==> config.mk <==
export PLATFORM = sky130hd
export DESIGN_NAME = msc_alu
export DESIGN_NICKNAME = d
export VERILOG_FILES = /design/src/rtl/msc_pkg.sv /design/src/rtl/msc_alu.sv
export SDC_FILE = /design/constraint.sdc
export NUM_CORES = 2
export LEC_CHECK = 0
export BUFFER_PORTS_ARGS = -buffer_cell sky130_fd_sc_hd__buf_2
export CAP_MARGIN = 25
export CORE_MARGIN = 4
export CORE_UTILIZATION = 34
export CTS_CLUSTER_DIAMETER = 50
export DETAILED_ROUTE_END_ITERATION = 16
export GPL_TIMING_DRIVEN = 0
export PLACE_DENSITY_LB_ADDON = 0.05
export SETUP_SLACK_MARGIN = 0.02
export SYNTH_ARGS = -nofsm -noshare
export SYNTH_HDL_FRONTEND = slang
export SYNTH_SLANG_ARGS = --single-unit
export TNS_END_PERCENT = 30
==> constraint.sdc <==
create_clock -name clk -period 7.9 [get_ports clk]
set_input_delay 1.185 -clock clk [delete_from_list [all_inputs] [get_ports clk]]
set_output_delay 1.185 -clock clk [all_outputs]
set_load 0.01 [all_outputs]
==> src/rtl/msc_pkg.sv <==
// Shared types, constants and helpers for the cloth force evaluator.
// No dependencies; imported by msc_alu, msc_store and the top level.
package msc_pkg;

  localparam int MAX_SIDE_DEF = 16;
  localparam logic [31:0] ROOT2_Q30 = 32'd1518500250;

  localparam logic [2:0] REG_GRID_SIDE = 3'd0;
  localparam logic [2:0] REG_STIFFNESS = 3'd1;
  localparam logic [2:0] REG_REST_LEN  = 3'd2;
  localparam logic [2:0] REG_MASS      = 3'd3;
  localparam logic [2:0] REG_GRAVITY   = 3'd4;
  localparam logic [2:0] REG_DRAG      = 3'd5;

  localparam logic [1:0] KIND_STRUCT = 2'd0;
  localparam logic [1:0] KIND_SHEAR  = 2'd1;
  localparam logic [1:0] KIND_FLEX   = 2'd2;

  typedef enum logic [1:0] {
    OP_MUL   = 2'd0,
    OP_DIV32 = 2'd1,
    OP_DIV64 = 2'd2,
    OP_SQRT  = 2'd3
  } alu_op_t;

  typedef struct packed {
    logic    go;
    alu_op_t op;
  } alu_req_t;

  typedef struct packed {
    logic signed [2:0] dr;
    logic signed [2:0] dc;
    logic [1:0]        kind;
  } nb_t;

  function automatic nb_t nb_offset(input logic [3:0] k);
    nb_t n;
    case (k)
      4'd0:    n = '{dr:  3'sd0, dc: -3'sd1, kind: KIND_STRUCT};
      4'd1:    n = '{dr:  3'sd0, dc:  3'sd1, kind: KIND_STRUCT};
      4'd2:    n = '{dr: -3'sd1, dc:  3'sd0, kind: KIND_STRUCT};
      4'd3:    n = '{dr:  3'sd1, dc:  3'sd0, kind: KIND_STRUCT};
      4'd4:    n = '{dr: -3'sd1, dc: -3'sd1, kind: KIND_SHEAR};
      4'd5:    n = '{dr: -3'sd1, dc:  3'sd1, kind: KIND_SHEAR};
      4'd6:    n = '{dr:  3'sd1, dc: -3'sd1, kind: KIND_SHEAR};
      4'd7:    n = '{dr:  3'sd1, dc:  3'sd1, kind: KIND_SHEAR};
      4'd8:    n = '{dr:  3'sd0, dc: -3'sd2, kind: KIND_FLEX};
      4'd9:    n = '{dr:  3'sd0, dc:  3'sd2, kind: KIND_FLEX};
      4'd10:   n = '{dr: -3'sd2, dc:  3'sd0, kind: KIND_FLEX};
      4'd11:   n = '{dr:  3'sd2, dc:  3'sd0, kind: KIND_FLEX};
      default: n = '{dr:  3'sd0, dc:  3'sd0, kind: KIND_STRUCT};
    endcase
    return n;
  endfunction

  function automatic logic [31:0] mag32(input logic signed [31:0] v);
    return v[31] ? (~v + 32'd1) : v;
  endfunction

  function automatic logic signed [31:0] sat32(input logic signed [63:0] v);
    if (v > 64'sd2147483647) return 32'sh7FFFFFFF;
    if (v < -64'sd2147483648) return 32'sh80000000;
    return v[31:0];
  endfunction

endpackage

==> src/rtl/msc_alu.sv <==
// Shared arithmetic unit: 32x32 multiply, bit-serial divide and square root.
// Depends on msc_pkg (alu_req_t, alu_op_t).
module msc_alu (
  input  logic              clk,
  input  logic              rst,
  input  msc_pkg::alu_req_t req,
  input  logic [63:0]       a,
  input  logic [31:0]       b,
  output logic [63:0]       res,
  output logic              done
);
  import msc_pkg::*;

  alu_op_t     op_q;
  logic        run;
  logic [6:0]  cnt;
  logic [63:0] n;
  logic [32:0] rem;
  logic [31:0] dv;
  logic [63:0] r;
  logic [63:0] bb;

  logic [32:0] rem2;
  logic        ge;
  logic [32:0] rem_next;
  logic [63:0] n_next;
  logic [63:0] r_next;
  logic [63:0] sq_t;

  always_comb begin
    rem2     = {rem[31:0], n[63]};
    ge       = rem2 >= {1'b0, dv};
    rem_next = ge ? (rem2 - {1'b0, dv}) : rem2;
    sq_t     = r + bb;
    if (op_q == OP_SQRT) begin
      if (n >= sq_t) begin
        n_next = n - sq_t;
        r_next = (r >> 1) + bb;
      end else begin
        n_next = n;
        r_next = r >> 1;
      end
    end else begin
      n_next = {n[62:0], ge};
      r_next = r;
    end
  end

  always_ff @(posedge clk) begin
    if (rst) begin
      run  <= 1'b0;
      done <= 1'b0;
      cnt  <= '0;
      op_q <= OP_MUL;
    end else begin
      done <= 1'b0;
      if (req.go) begin
        op_q <= req.op;
        dv   <= b;
        unique case (req.op)
          OP_MUL: begin
            res  <= a[31:0] * b;
            done <= 1'b1;
          end
          OP_DIV32: begin
            rem <= {1'b0, a[63:32]};
            n   <= {a[31:0], 32'd0};
            cnt <= 7'd32;
            run <= 1'b1;
          end
          OP_DIV64: begin
            rem <= '0;
            n   <= a;
            cnt <= 7'd64;
            run <= 1'b1;
          end
          OP_SQRT: begin
            n   <= a;
            r   <= '0;
            bb  <= 64'h4000_0000_0000_0000;
            cnt <= 7'd32;
            run <= 1'b1;
          end
          default: ;
        endcase
      end else if (run) begin
        rem <= rem_next;
        n   <= n_next;
        r   <= r_next;
        bb  <= bb >> 2;
        cnt <= cnt - 7'd1;
        if (cnt == 7'd1) begin
          run  <= 1'b0;
          done <= 1'b1;
          res  <= (op_q == OP_SQRT) ? r_next : n_next;
        end
      end
    end
  end

endmodule

==> summary.md <==
| Metric | Value |
|---|---|
| Initial antenna violation count | `18` |
| Fillers | `17000` |
| DR vias | `49700` |
| Ys Warns | `0` |
| Die Y | `420 um` |
| DPL Wire Length | `230 mm` |
| Share of the synthesized area in the top cell type | `31.2%` |
| Initial DRC Count | `4218` |
| Rel. slew slack | `21.5%` |
| Root buffer cell | `clkbuf_16` |
| Wire per inst | `30.8 um` |
| Tmin final | `8.39 ns` |
| Synth unique cells | `88` |
| First-pass GRT wire length | `393 mm` |
| TritonCTS Buffers | `44` |
| Placed Area | `62400 um^2` |
| Final worst setup slack | `-0.491 ns` |
| Max_cap viols | `0` |
| Hold Path Stages | `2` |
| Top cells by area, synth | `fa_1 (31%), edfxtp_1 (15%), ha_1 (9.3%)` |
| Syn nets | `7924` |
| Setup violations, final | `29` |
| Die width | `420 um` |
| H-tree depth reported by CTS | `2` |
| Slew Limit Fails | `0` |
| Largest net degree at the start of global routing | `31` |
| Top_reg_cell synth | `edfxtp_1` |
| Register-to-Register Path Depth | `26` |
| Nets | `8312` |
| Drt drc | `0` |
| Post-route cell area | `68900 um^2` |
| Synth async-reset ratio | `0%` |
| Setup TNS | `-6.43 ns` |
| CP dominant cell by count | `fa_1` |
| CTS clk-pin slew, worst paths | `0.06 ns` |
| Critical Path AT | `8.71 ns` |
| Vias per cell | `5.44` |
| TritonCTS clock tree | `built` |
| Routed Antenna Nets | `0` |
| Pre-CTS setup slack | `-2.71 ns` |
| Fraction of final layout cells sized beyond drive strength 1 | `14.4%` |
| GR Util All Layers | `31.7%` |
| Hold WS | `0.478 ns` |
| Dominant cell type by area after synthesis | `fa_1` |
| Core box area | `168000 um^2` |
| Fmax achieved | `0.119 GHz` |
| RD Place Congestion | `0.939` |
| HP Class | `reg -> reg` |
| Crit path capture type | `flop` |
| Violated checks | `setup timing` |
| Worst path slowest cell | `fa_1` |
| Clk_lat worst skew | `0.62 ns` |
| Clock buffer depth | `3` |
| Port Buf Inserts | `164` |
| Mean post-synth cell area | `8.87 um^2` |
| Cells after synthesis | `6498` |
| RSZ-0062 raised after global routing | `yes` |
| First-pass DRT Iterations | `6` |
| Die area | `176000 um^2` |
| Number of global-route vias before repair | `51600` |
| I/O Pins | `166` |
| Worst Skew | `0.0415 ns` |
| Seq/Total Area, Yosys | `15.4%` |
| Worst path max stage delay | `0.58 ns` |
| Final Hold Fails | `0` |
| Post-synthesis cell area | `57600 um^2` |
| Status | `finished, violations left` |
| Worst endpoint required time | `8.22 ns` |
| CP Class | `in -> reg` |
| Tcrit/Tclk final | `106%` |
| Slew of the pin with the lowest slew margin | `1.18 ns` |
| Initial Utilization | `34.3%` |
| Max Fanout on Critical Path | `7` |
| Worst setup SP type | `primary input` |
| Global route total overflow | `0` |
| WL final | `281 mm` |
| Yosys reg bits | `299` |
| Number of enable flip-flop cells after synthesis | `288` |
| CTS Sinks | `299` |
| Layout area overhead | `19.6%` |
| Cell Rows | `150` |
==> worst paths after layout <==
| check | start | to | slack, ns |
|---|---|---|---|
| setup reg to reg | r[6] | res[23] | 0.14 |
| setup / recovery | b[19] | res[61] | -0.49 |
| hold / removal | cnt[6] | cnt[6] | 0.48 |
| hold reg to reg | cnt[6] | cnt[6] | 0.48 |
==> repair_timing <==
item | 4_1_cts | 5_1_grt
setup endpoints to repair | 110 | 86
pin swaps | 110 | 146
hold buffers | 0 | 0
setup buffers | 85 | 40
resized for setup | 823 | 262
gates cloned | 2 | 5
==> sequential cells by signal (all words and copies together) (netlist names) <==
register and count:
bb 32, op_q 2, cnt 7, run 1
done 1, res 64, n 64, rem 32
dv 32, r 64
==> Yosys cell counts, types with 41 or more instances <==
cell type,count
xnor2_1,136
a21o_1,102
and2_1,616
fa_1,898
xor2_1,120
a211oi_1,47
nor2_1,301
edfxtp_1,288
clkbuf_1,327
inv_1,929
o21ai_0,288
nand4_1,54
a31oi_1,77
o21bai_1,41
nand3_1,57
nor2b_1,65
a21oi_1,334
mux2i_1,45
o31ai_1,41
nor3_1,47
nand2_1,797
ha_1,427
==> routing by layer <==
| layer | part of all wire, % | routed length, um | global-route usage, % | up-vias |
|---|---|---|---|---|
| li1 | - | - | - | 21900 |
| met1 | 42 | 119000 | 41.9 | 25400 |
| met2 | 46 | 130000 | 51.9 | 1850 |
| met3 | 5.6 | 15800 | 3.44 | 490 |
| met4 | 6.0 | 16800 | 15.2 | 2 |
| met5 | 0.0046 | 13 | 0 | - |
==> kinds of logic after synthesis <==
| logic type | after synthesis | synth area share (%) |
|---|---|---|
| muxes | 56 | 0.997 |
| buffers and inverters | 1305 | 8.59 |
| DFF | 299 | 15.4 |
| and+or+nand+nor | 2053 | 17.4 |
| adders and majority gates | 1325 | 40.5 |
| AOI/OAI and AO/OA | 1204 | 13.2 |
| xor gates and xnor gates | 256 | 3.89 |
==> layout make-up <==
| cell class | instances | area (um^2) | share of cell area, % |
|---|---|---|---|
| antenna | 8 | 20.0 | 0.0291 |
| buffer | 361 | 3120 | 4.52 |
| clock buffer | 49 | 1140 | 1.66 |
| clock inverter | 33 | 287 | 0.416 |
| inverter | 929 | 3490 | 5.06 |
| multi-input combinational | 4894 | 45600 | 66.2 |
| sequential | 299 | 8870 | 12.9 |
| tap | 2204 | 2760 | 4.00 |
| timing repair buffer | 357 | 3600 | 5.23 |
==> metrics by stage <==
stage | util (%) | cells
2_1_floorplan | - | 6498
3_3_place_gp | 36.5 | 8866
3_5_place_dp | 37.2 | 8930
4_1_cts | 40.4 | 9086
5_1_grt | 41.1 | 9129
6_report | 41.1 | 9134
==> cell usage in the layout, fill, tap and decap left out, types with 30 or more instances in the layout <==
master / count
inv_1: 912
fa_1: 841
nand2_1: 791
and2_1: 595
ha_1: 403
a21oi_1: 301
edfxtp_1: 288
nor2_1: 287
o21ai_0: 265
buf_2: 141
buf_4: 134
clkbuf_1: 133
xnor2_1: 118
xor2_1: 108
a21o_1: 102
clkbuf_16: 85
a31oi_1: 70
buf_8: 69
nor2b_1: 64
fa_2: 57
nand3_1: 56
nand4_1: 54
buf_6: 50
mux2i_1: 43
nor3_1: 42
a211oi_1: 41
o21bai_1: 39
clkbuf_8: 34
buf_12: 33
clkbuf_2: 32
o211ai_1: 32
clkbuf_4: 30
==> critical path: cells and delay by family <==
family | cells | cell delay, ns
AOI/OAI and AO/OA | 6 | 1.22
adders and majority gates | 9 | 4.35
buffers and inverters | 6 | 0.81
muxes | 1 | 0.36
and+or+nand+nor | 4 | 0.75
Power is left out: the tool's default activity adds up to more than one toggle a clock period on the data nets, which glitch-free logic cannot reach.
